$ cat src/rtl/hntc_pkg.sv
// Package: types, constants and hash tables for the name counter hash table.
`default_nettype none
package hntc_pkg;

  localparam int TableSize    = 103;
  localparam int NameBytes    = 30;
  localparam int SlotW        = $clog2(TableSize);
  localparam int ByteW        = $clog2(NameBytes);
  localparam int KeyDepth     = 1 << ByteW;
  localparam int KeyLenW      = $clog2(NameBytes + 1);
  localparam int NameMemDepth = TableSize * KeyDepth;
  localparam int NameAddrW    = $clog2(NameMemDepth);
  localparam int CharW        = 7;
  localparam int CountW       = 16;

  localparam logic [CountW-1:0] CountMax = '1;

  typedef enum logic {
    ACT_INSERT = 1'b0,
    ACT_LOOKUP = 1'b1
  } action_e;

  typedef struct packed {
    logic             action;
    logic [CharW-1:0] char_code;
    logic             last;
  } item_t;

  typedef struct packed {
    logic              found;
    logic [CountW-1:0] occurrences;
    logic [6:0]        slot;
    logic              table_full;
    logic [6:0]        distinct_names;
    logic [CountW-1:0] collisions;
  } result_t;

  // controller -> datapath
  typedef struct packed {
    logic accept;
    logic slot_rd;
    logic byte_rd;
    logic next_byte;
    logic remap;
    logic set_found;
    logic set_full;
    logic commit;
    logic copy_wr;
    logic emit;
  } cmd_t;

  // datapath -> controller
  typedef struct packed {
    logic last_in;
    logic slot_empty;
    logic len_eq;
    logic key_empty;
    logic byte_eq;
    logic byte_last;
    logic probe_end;
    logic insert;
    logic found;
  } stat_t;

  typedef logic [SlotW-1:0] weight_tbl_t [2*(1<<CharW)];
  typedef logic [SlotW-1:0] remap_tbl_t  [TableSize];

  // character weight, already reduced modulo the table size; index {select, char}
  function automatic weight_tbl_t build_weight();
    weight_tbl_t t;
    int          c;
    int          w;
    for (int i = 0; i < 2*(1<<CharW); i++) begin
      c = i & ((1 << CharW) - 1);
      w = c;
      if (i >= (1 << CharW)) begin
        if (c == 111 || c == 79) w = c * 31;
        else if (c == 110 || c == 78) w = c * 51;
        else if (c == 118 || c == 86) w = (c * 147) >> 10;  // c/7, exact for 7-bit codes
        else if (c == 101 || c == 69) w = c * 71;
      end
      while (w >= TableSize) w = w - TableSize;
      t[i] = SlotW'(w);
    end
    return t;
  endfunction

  function automatic remap_tbl_t build_remap();
    remap_tbl_t t;
    longint     v;
    for (int i = 0; i < TableSize; i++) begin
      v = longint'(i) * 8241;
      if (v < 20000) v = (v >= 279) ? (v - 279) : (279 - v);
      else v = v + 371;
      // restoring reduction modulo the table size
      for (int m = 1 << 13; m >= 1; m = m >> 1)
        if (v >= longint'(TableSize) * m) v = v - longint'(TableSize) * m;
      t[i] = SlotW'(v);
    end
    return t;
  endfunction

  localparam weight_tbl_t WeightTbl = build_weight();
  localparam remap_tbl_t  RemapTbl  = build_remap();

endpackage
`default_nettype wire

$ cat src/rtl/hntc_ctrl.sv
// Controller: sequences key intake, probing, byte compare, commit, copy and emit.
`default_nettype none
module hntc_ctrl (
  input  wire logic          clk_i,
  input  wire logic          rst_ni,
  input  wire logic          start_i,
  output logic               busy_o,
  input  hntc_pkg::stat_t    stat_i,
  output hntc_pkg::cmd_t     cmd_o
);

  typedef enum logic [7:0] {
    ST_IDLE     = 8'b0000_0001,
    ST_SLOT_RD  = 8'b0000_0010,
    ST_SLOT_CHK = 8'b0000_0100,
    ST_BYTE_RD  = 8'b0000_1000,
    ST_BYTE_CHK = 8'b0001_0000,
    ST_COMMIT   = 8'b0010_0000,
    ST_COPY     = 8'b0100_0000,
    ST_EMIT     = 8'b1000_0000
  } state_e;

  state_e state_q, state_d;

  assign busy_o = (state_q != ST_IDLE);

  always_comb begin
    state_d = state_q;
    cmd_o   = '0;
    case (state_q)
      ST_IDLE: begin
        if (start_i) begin
          cmd_o.accept = 1'b1;
          if (stat_i.last_in) state_d = ST_SLOT_RD;
        end
      end
      ST_SLOT_RD: begin
        cmd_o.slot_rd = 1'b1;
        state_d = ST_SLOT_CHK;
      end
      ST_SLOT_CHK: begin
        if (stat_i.slot_empty) begin
          state_d = ST_COMMIT;
        end else if (stat_i.len_eq && stat_i.key_empty) begin
          cmd_o.set_found = 1'b1;
          state_d = ST_COMMIT;
        end else if (stat_i.len_eq) begin
          state_d = ST_BYTE_RD;
        end else if (stat_i.probe_end) begin
          cmd_o.set_full = 1'b1;
          state_d = ST_EMIT;
        end else begin
          cmd_o.remap = 1'b1;
          state_d = ST_SLOT_RD;
        end
      end
      ST_BYTE_RD: begin
        cmd_o.byte_rd = 1'b1;
        state_d = ST_BYTE_CHK;
      end
      ST_BYTE_CHK: begin
        if (!stat_i.byte_eq) begin
          if (stat_i.probe_end) begin
            cmd_o.set_full = 1'b1;
            state_d = ST_EMIT;
          end else begin
            cmd_o.remap = 1'b1;
            state_d = ST_SLOT_RD;
          end
        end else if (stat_i.byte_last) begin
          cmd_o.set_found = 1'b1;
          state_d = ST_COMMIT;
        end else begin
          cmd_o.next_byte = 1'b1;
          state_d = ST_BYTE_RD;
        end
      end
      ST_COMMIT: begin
        cmd_o.commit = 1'b1;
        if (stat_i.insert && !stat_i.found && !stat_i.key_empty) state_d = ST_COPY;
        else state_d = ST_EMIT;
      end
      ST_COPY: begin
        cmd_o.copy_wr = 1'b1;
        if (stat_i.byte_last) state_d = ST_EMIT;
      end
      ST_EMIT: begin
        cmd_o.emit = 1'b1;
        state_d = ST_IDLE;
      end
      default: state_d = ST_IDLE;
    endcase
  end

  always_ff @(posedge clk_i or negedge rst_ni) begin
    if (!rst_ni) state_q <= ST_IDLE;
    else state_q <= state_d;
  end

endmodule
`default_nettype wire

$ cat config.mk
export PLATFORM = sky130hd
export DESIGN_NAME = hntc_ctrl
export DESIGN_NICKNAME = d
export VERILOG_FILES = /design/src/rtl/hntc_pkg.sv /design/src/rtl/hntc_ctrl.sv
export SDC_FILE = /design/constraint.sdc
export NUM_CORES = 1
export LEC_CHECK = 0
export BUFFER_PORTS_ARGS = -buffer_cell sky130_fd_sc_hd__buf_2
export CAP_MARGIN = 20
export CORE_MARGIN = 2
export CORE_UTILIZATION = 42
export CTS_CLUSTER_SIZE = 8
export DETAILED_ROUTE_END_ITERATION = 12
export PLACE_DENSITY = 0.78
export RECOVER_POWER = 25
export SKIP_LAST_GASP = 1
export SLEW_MARGIN = 0
export SYNTH_ARGS = -nofsm -noshare
export SYNTH_HDL_FRONTEND = slang
export SYNTH_SLANG_ARGS = --single-unit
$ cat constraint.sdc
create_clock -name clk_i -period 2.9 [get_ports clk_i]
set_input_delay 0.435 -clock clk_i [delete_from_list [all_inputs] [get_ports clk_i]]
set_output_delay 0.435 -clock clk_i [all_outputs]
set_load 0.01 [all_outputs]
# After elaboration in Yosys (flattened, before gate mapping)
# Cells that the tools add are included.
[classes]
reduce_logical = 6
n_mux = 34
eq_ne = 12
[op_table]
columns = ["op", "n"]
rows = [
  ["8-bit 2-to-1 mux", 9],
  ["8-bit one-hot mux with 7 select lines", 1],
  ["1-bit 2-to-1 mux", 21],
  ["8-bit by 1-bit == test with 1-bit output (second input constant)", 1],
  ["8-bit by 2-bit == test with 1-bit output (second input constant)", 1],
  ["8-bit by 3-bit == test with 1-bit output (second input constant)", 1],
  ["8-bit by 4-bit == test with 1-bit output (second input constant)", 1],
  ["8-bit by 5-bit == test with 1-bit output (second input constant)", 1],
  ["8-bit by 6-bit == test with 1-bit output (second input constant)", 1],
  ["8-bit by 7-bit == test with 1-bit output (second input constant)", 1],
  ["8-bit == test (second input constant)", 1],
  ["8-bit by 1-bit inequality test with 1-bit output (second input constant)", 1],
  ["6-bit 2-to-1 mux", 1],
  ["2-bit inequality test (second input constant)", 3],
  ["3-bit one-hot mux with 2 select lines", 1],
  ["1-bit logical AND", 3],
  ["3-bit 2-to-1 mux", 1],
  ["3-bit AND reduction", 1],
  ["1-bit zero test", 2],
]
[word_totals]
out_inout_bits = 11
word_cells = 53
register_bits = 8
input_bits = 12

# Depth between registers and ports, before layout
# Gate-level depths: netlist of the first run.
[logic_depth]
word_depth = 5
mapped_depth = 4

# Least setup slack after synthesis of the first run
# Ideal clock, no wire load.
[synth_timing]
kind = "register to output"
startpoint = "register state_q[5]"
endpoint = "output port cmd_o[4] in the netlist's numbering"
t_arrival_ns = 1.503
t_required_ns = 2.465
path_buffers = 0
stages_incl_launch_ff = 5
setup_slack_ns = 0.962
cell_sequence = "dfrtp_1 nor3_2 nand3b_2 or3_1 o21ai_0"
[synth_rtl]
columns = ["item", "line", "text"]
rows = [
  ["start, declared", "hntc_ctrl.sv:23", "state_e state_q, state_d;"],
  ["start signal, assigned", "hntc_ctrl.sv:97", "else state_q <= state_d;"],
  ["end, declared", "hntc_ctrl.sv:9", "output hntc_pkg::cmd_t cmd_o"],
]

==> run summary, run 1 <==
IO buf count - 22
# diodes - 0
Syn Nets - 82
Critical path's top delay family - simple AND/OR/NAND/NOR gates
Worst Setup End Kind - primary output
Net Sw Power - 0.0001931 W
Worst reg-to-reg setup slack - 1170 ps
Avg Inst Size Synth - 8.633 um^2
Critical path's slowest cell - dfrtp_1
Top cells by area, synth - dfrtp_1 29%, nor3b_1 7.5%, dfstp_2 4.3%
Leak - 0.3664 nW
Largest net degree at the start of global routing - 9
Worst Path Required - 2470 ps
Reg2Reg Depth - 4
Maximum vdd drop - 394.4 uV
First-pass GRT wire length - 2.408 mm
Hold Path Depth - 2
WL met3 - 76 um
Layout area overhead - 27.12%
GRT Residual Overflow - 0
Setup bufs post-CTS - 0
Worst flop-to-flop path startpoint - state_q[5]$_DFFE_PN0P_
Slew headroom - 0.6954
Detailed-placement wirelength estimate - 1.158 mm
Switching Share - 0.4018
Core area - 1318 um^2
Post-Route Setup TNS - 0 ps
Seq pwr share - 0.332
Hold worst-path end - state_q[3]$_DFFE_PN0P_
Clock root cell - clkbuf_4
Total die area - 1758 um^2
Startpoint types - flop
Critical Path Max Stage Delay - 450 ps
MaxCap Viol Count - 0
Outcome - finished clean
Top Layer Used - met4
Die X-Extent - 41.93 um
DRT Pass-1 Iters - 4
CTS tree - built
F_max - 420.8 MHz
TritonCTS Buffers - 3
# DRC - 0
DIE HEIGHT - 41.93 um
Detail Route Antenna Nets - 0
Nets@finish - 110
Vias in the first global route - 563
Final count of hold timing violations - 0
Hold Crit Class - in2reg
Final slew viol count - 0
Setup Skew - 3.841 ps
Longest Clk Path Bufs - 2
Logic pwr share - 0.482
Initial antenna violation count - 0
Final Critical Period - 2376 ps
Post-synth top area share - 0.2899
Worst Path Arrival - 1940 ps
Crit path buf inv count - 1
Cell Pwr Density - 625.6 nW/um^2
Mapped Area - 604.3 um^2
Synth Register Bits - 8
Dpl cells - 107
Layout cell share with drive strength beyond 1 - 0.3299
Ys Warns - 0
Placed inst area - 733.2 um^2
Power share of the clock group - 0.186
Clk_lat worst skew - 250 ps
CP Cell Sequence - nor3_2 > nand3b_2 > or3_1 > o21ai_0 > buf_2
RSZ-0062 raised after global routing - false
Routed len/inst - 12.83 um
Worst-margin pin slew - 455.9 ps
Area leader, netlist - dfrtp_1
Starting Density - 0.4587
Largest regs - state_q: 8 flops
Post-synthesis instance total - 70
Global placement routability congestion - 0.7615
Internal power - 0.0002875 W
Final Cycle Share - 0.8194
Clock-pin slew on the worst setup and hold paths - 50 ps
Starting DRT DRC Count - 11
Reg2Reg Capture Point - state_q[3]$_DFFE_PN0P_
Worst setup path category - reg2out
Detailed-route wire length - 1.437 mm
Routed vias - 629
# IOs - 23
Min Hold Slack - 417.7 ps
DRT met1 WL - 656 um
Synth unique cells - 35
H-tree depth - 1
Met2 WL post-DR - 672 um
Clock sink total - 8
Final-report setup violation count - 0
Largest Register - state_q
Non-Filler Instances - 112
Sequential area share after synthesis - 0.3333
Crit-path max FO - 7
Hold_sp - stat_i[3]
Number of flip-flops in the largest register - 8
Fin area - 768.2 um^2
Vias per Instance - 5.616
GRT Total Usage - 0.1888
FP Rows - 13
WP depth - 5
power by group through the flow:
stage                     sequential (W)  clock (W)  combinational (W)
final                           0.000159  0.0000893           0.000232
after global routing            0.000162   0.000104           0.000254
after CTS                       0.000159  0.0000947           0.000231
after detailed placement        0.000160          0           0.000229
after global placement          0.000160          0           0.000226
after floorplan                 0.000155          0           0.000168
layout by cell type, fill, tap and decap left out, drive strengths merged:
| cell type | n |
|---|---|
| nand3 | 1 |
| o32ai | 1 |
| xor2 | 1 |
| and2 | 1 |
| nand2b | 3 |
| nand3b | 2 |
| a21oi | 1 |
| dfstp | 1 |
| inv | 5 |
| o31ai | 1 |
| nor3b | 6 |
| dlygate4sd3 | 1 |
| or3 | 3 |
| o2111ai | 1 |
| o21ai | 3 |
| nor3 | 6 |
| nor2 | 6 |
| o22a | 2 |
| a31oi | 1 |
| or4b | 1 |
| dfrtp | 7 |
| nand2 | 6 |
| o221a | 1 |
| or4 | 1 |
| a2bb2oi | 1 |
| a22o | 1 |
| and4 | 1 |
| buf | 21 |
| nand4 | 1 |
| clkbuf | 5 |
| and4b | 1 |
| a211oi | 2 |
| xnor2 | 2 |
cell families after synthesis:
logic type             share of synthesized area
AND/OR/NAND/NOR                           0.3954
AO/OA/AOI/OAI                             0.1967
flip-flops                                0.3333
buffers and inverters                    0.03106
XOR/XNOR                                 0.04349
metrics by stage:
step | util | power, W | setup slack, ps
floorplan | - | 0.0003232 | 962.0
global placement | 0.5565 | 0.0003869 | 831.5
detailed placement | 0.5565 | 0.0003894 | 808.7
CTS | 0.5764 | 0.0004842 | 519.3
global route | 0.5831 | 0.0005198 | 404.8
finish | 0.5831 | 0.0004806 | 523.8
repair_timing:
action	CTS	global route
resized for setup	0	0
hold buffers	0	1
endpoints found under the hold margin	0	4
cell usage after synthesis:
master / count
nor3_2: 1
and2_1: 1
a22o_2: 1
o221a_2: 1
or4_1: 1
nand2b_1: 2
a31oi_1: 1
o31ai_1: 1
o22a_1: 2
nor3b_1: 6
a211oi_1: 1
dfrtp_1: 7
nand4_1: 1
a21oi_1: 1
or3_2: 1
xor2_1: 1
a211oi_2: 1
o2111ai_1: 1
nand2b_2: 1
o32ai_1: 1
xnor2_1: 2
nand3b_1: 1
nor2_1: 6
nand2_1: 6
or4b_1: 1
dfstp_2: 1
o21ai_0: 3
inv_1: 5
nand3b_2: 1
a2bb2oi_1: 1
or3_1: 2
nand3_1: 1
nor3_1: 5
and4_1: 1
and4b_1: 1
cell type report:
type                            count  area [um^2]
Fill cell                         123        549.3
Multi-Input combinational cell     57        384.1
Sequential cell                     8        201.4
Timing Repair Buffer               23        118.9
Clock buffer                        4        26.28
Inverter                            5        18.77
Tap cell                           15        18.77
metal layers:
metal | vias up | global-route usage
met4 | 0 | 0.1613
li1 | 318 | -
met1 | 275 | 0.2070
met2 | 31 | 0.2969
met5 | - | 0
met3 | 5 | 0.05217
worst max path at each step:
stage | startpoint | endpoint | slack (ps)
floorplan | state_q[5]$_DFFE_PN0P_ | cmd_o[4] | 960
global placement | state_q[5]$_DFFE_PN0P_ | cmd_o[4] | 830
detailed placement | state_q[5]$_DFFE_PN0P_ | cmd_o[4] | 810
CTS | state_q[5]$_DFFE_PN0P_ | cmd_o[4] | 520
global route | state_q[5]$_DFFE_PN0P_ | cmd_o[4] | 400
finish | state_q[5]$_DFFE_PN0P_ | cmd_o[4] | 520
(Power assumes the default switching activity.)
==> run 2: changes to the inputs <==
==> constraint.sdc (replaced) <==
create_clock -name clk_i -period 2.4 [get_ports clk_i]
set_input_delay 0.36 -clock clk_i [delete_from_list [all_inputs] [get_ports clk_i]]
set_output_delay 0.36 -clock clk_i [all_outputs]
set_load 0.01 [all_outputs]
==> run 2 against run 1 <==
Effect of this change:
- register-to-register slack lost 460 ps
- largest power group unchanged
- clock power grew 20%
- highest routed layer unchanged
- clock-buffer cell count is the same
- setup slack lost 390 ps
- combinational power grew 21%
- routed wire length grew 0.70%
- flip-flop and latch count is the same
- hold slack lost 74 ps
- die area is the same
==> run summary, run 2 (same netlist as run 1, synthesis figures left out) <==
Outcome - finished clean
Crit-path max FO - 7 (unchanged)
Starting Density - 0.4587 (unchanged)
Slew headroom - 0.6996 (+0.004127)
Leak - 0.3707 nW (+1.2%)
Nets@finish - 110 (unchanged)
Critical path's top delay family - simple AND/OR/NAND/NOR gates
DRT Pass-1 Iters - 4 (unchanged)
Initial antenna violation count - 0 (unchanged)
RSZ-0062 raised after global routing - false
Setup bufs post-CTS - 0 (unchanged)
First-pass GRT wire length - 2.387 mm (-0.87%)
# diodes - 0 (unchanged)
Number of flip-flops in the largest register - 8 (unchanged)
IO buf count - 22 (unchanged)
Final slew viol count - 0 (unchanged)
F_max - 442.1 MHz
Detailed-placement wirelength estimate - 1.153 mm (-0.48%)
FP Rows - 13 (unchanged)
Cell Pwr Density - 750.7 nW/um^2 (+20%)
Clock sink total - 8 (unchanged)
Worst reg-to-reg setup slack - 710 ps (-460 ps)
Clock root cell - clkbuf_4
Largest regs - state_q: 8 flops
Layout area overhead - 28.16%
# fillers - 115 (-6.5%)
Layout cell share with drive strength beyond 1 - 0.3299 (unchanged)
Maximum vdd drop - 482.6 uV (+22%)
Commonest non-fill, non-tap cell in the layout - buf_2
MaxCap Viol Count - 0 (unchanged)
Final Cycle Share - 0.9425
Final count of hold timing violations - 0 (unchanged)
GRT Total Usage - 0.1834 (-0.005420)
Final-report setup violation count - 0 (unchanged)
Worst Path Required - 2040 ps (-430 ps)
DIE HEIGHT - 41.93 um (unchanged)
Core area - 1318 um^2 (unchanged)
Detail Route Antenna Nets - 0 (unchanged)
Total die area - 1758 um^2 (unchanged)
Setup Skew - 3.127 ps (-0.7140 ps)
Worst Path Arrival - 1900 ps (-40 ps)
TritonCTS Buffers - 3 (unchanged)
Final Critical Period - 2262 ps
Startpoint types - flop
CP Cell Sequence - nor3_4 > nand3b_2 > or3_1 > o21ai_0 > buf_2
Routed vias - 641 (+1.9%)
Worst Setup Slack post-DPL - 377.5 ps (-431.2 ps)
Post-Route Setup TNS - 0 ps (unchanged)
H-tree depth - 1 (unchanged)
Critical Path Max Stage Delay - 470 ps (+20 ps)
Longest Clk Path Bufs - 2 (unchanged)
Largest Register - state_q
Worst setup path category - reg2out
Die X-Extent - 41.93 um (unchanged)
# IOs - 23 (unchanged)
Final setup margin - 138.0 ps (-385.8 ps)
Hold Crit Class - in2reg
Routed len/inst - 12.92 um (+0.70%)
Crit path buf inv count - 1 (unchanged)
Vias in the first global route - 566 (+0.53%)
GRT Residual Overflow - 0 (unchanged)
Vias per Instance - 5.723 (+1.9%)
Largest net degree at the start of global routing - 9 (unchanged)
# DRC - 0 (unchanged)
Commonest non-fill, non-tap cells in the layout - 21 x buf_2, 7 x dfrtp_1, 6 x nor2_1, 6 x nor3b_1, 6 x nand2_1
Worst-margin pin slew - 449.7 ps (-6.176 ps)
CTS tree - built
Worst Setup End Kind - primary output
Global placement routability congestion - 0.7616 (about the same)
Starting DRT DRC Count - 16 (+5)
Detailed-route wire length - 1.447 mm (+0.70%)
Clock-pin slew on the worst setup and hold paths - 50 ps (about the same)
Critical path's slowest cell - dfrtp_1
Clk_lat worst skew - 250 ps (about the same)
[run 2: where the power goes]
group	leakage, nW	switching, W	total [W]	internal, W
clock network	0.0150	0.0000439	0.000107	0.0000635
logic	0.248	0.000157	0.000281	0.000124
registers	0.107	0.0000321	0.000193	0.000161
[run 2: routing by layer]
metal  vias to the layer above  global-route usage  share of wire
li1                        318                   -              -
met1                       290              0.2097           0.45
met2                        31              0.2938           0.47
met3                         2             0.03913          0.066
met4                         0              0.1419          0.015
met5                         -                   0              0
[run 2: metrics by stage]
step | hold WS, ps | util | cell area, um^2 | std cells | total power, W
2_1_floorplan | 64.41 | - | 604.3 | 70 | 0.0003905
4_1_cts | 330.0 | 0.5840 | 769.5 | 112 | 0.0005836
5_1_grt | 333.7 | 0.5878 | 774.5 | 112 | 0.0006297
3_5_place_dp | 209.3 | 0.5565 | 733.2 | 107 | 0.0004711
6_report | 343.6 | 0.5878 | 774.5 | 112 | 0.0005815
3_3_place_gp | 208.9 | 0.5565 | 733.2 | 107 | 0.0004676
[run 2: final timing paths]
check / from / to / cells past startpoint
setup / recovery: state_q[5]$_DFFE_PN0P_ / cmd_o[4] / 5
max in group asynchronous: rst_ni / state_q[0]$_DFFE_PN1P_ / 2
hold reg to reg: state_q[2]$_DFFE_PN0P_ / state_q[4]$_DFFE_PN0P_ / 1
hold / removal: stat_i[3] / state_q[3]$_DFFE_PN0P_ / 2
min in group asynchronous: rst_ni / state_q[2]$_DFFE_PN0P_ / 2
setup reg to reg: state_q[2]$_DFFE_PN0P_ / state_q[1]$_DFFE_PN0P_ / 4
[run 2: layout make-up]
type                       instances  area [um^2]  area share
multi-input combinational         57        390.4      0.5040
inverter                           5        18.77     0.02423
tap                               15        18.77     0.02423
sequential                         8        201.4      0.2601
clock buffer                       4        26.28     0.03393
timing repair buffer              23        118.9      0.1535
[run 2: timing repair]
item | in CTS | in global routing
setup endpoints to repair | 0 | 1
gates resized for setup | 0 | 1
hold endpoints to repair | 7 | 0
hold buffers | 1 | 0
[run 2: worst reg2reg max path: cells and delay by family (launching register included)]
kind,cells,cell delay [ps]
flip-flops,1,450
AND/OR/NAND/NOR,2,570
AO/OA/AOI/OAI,2,580
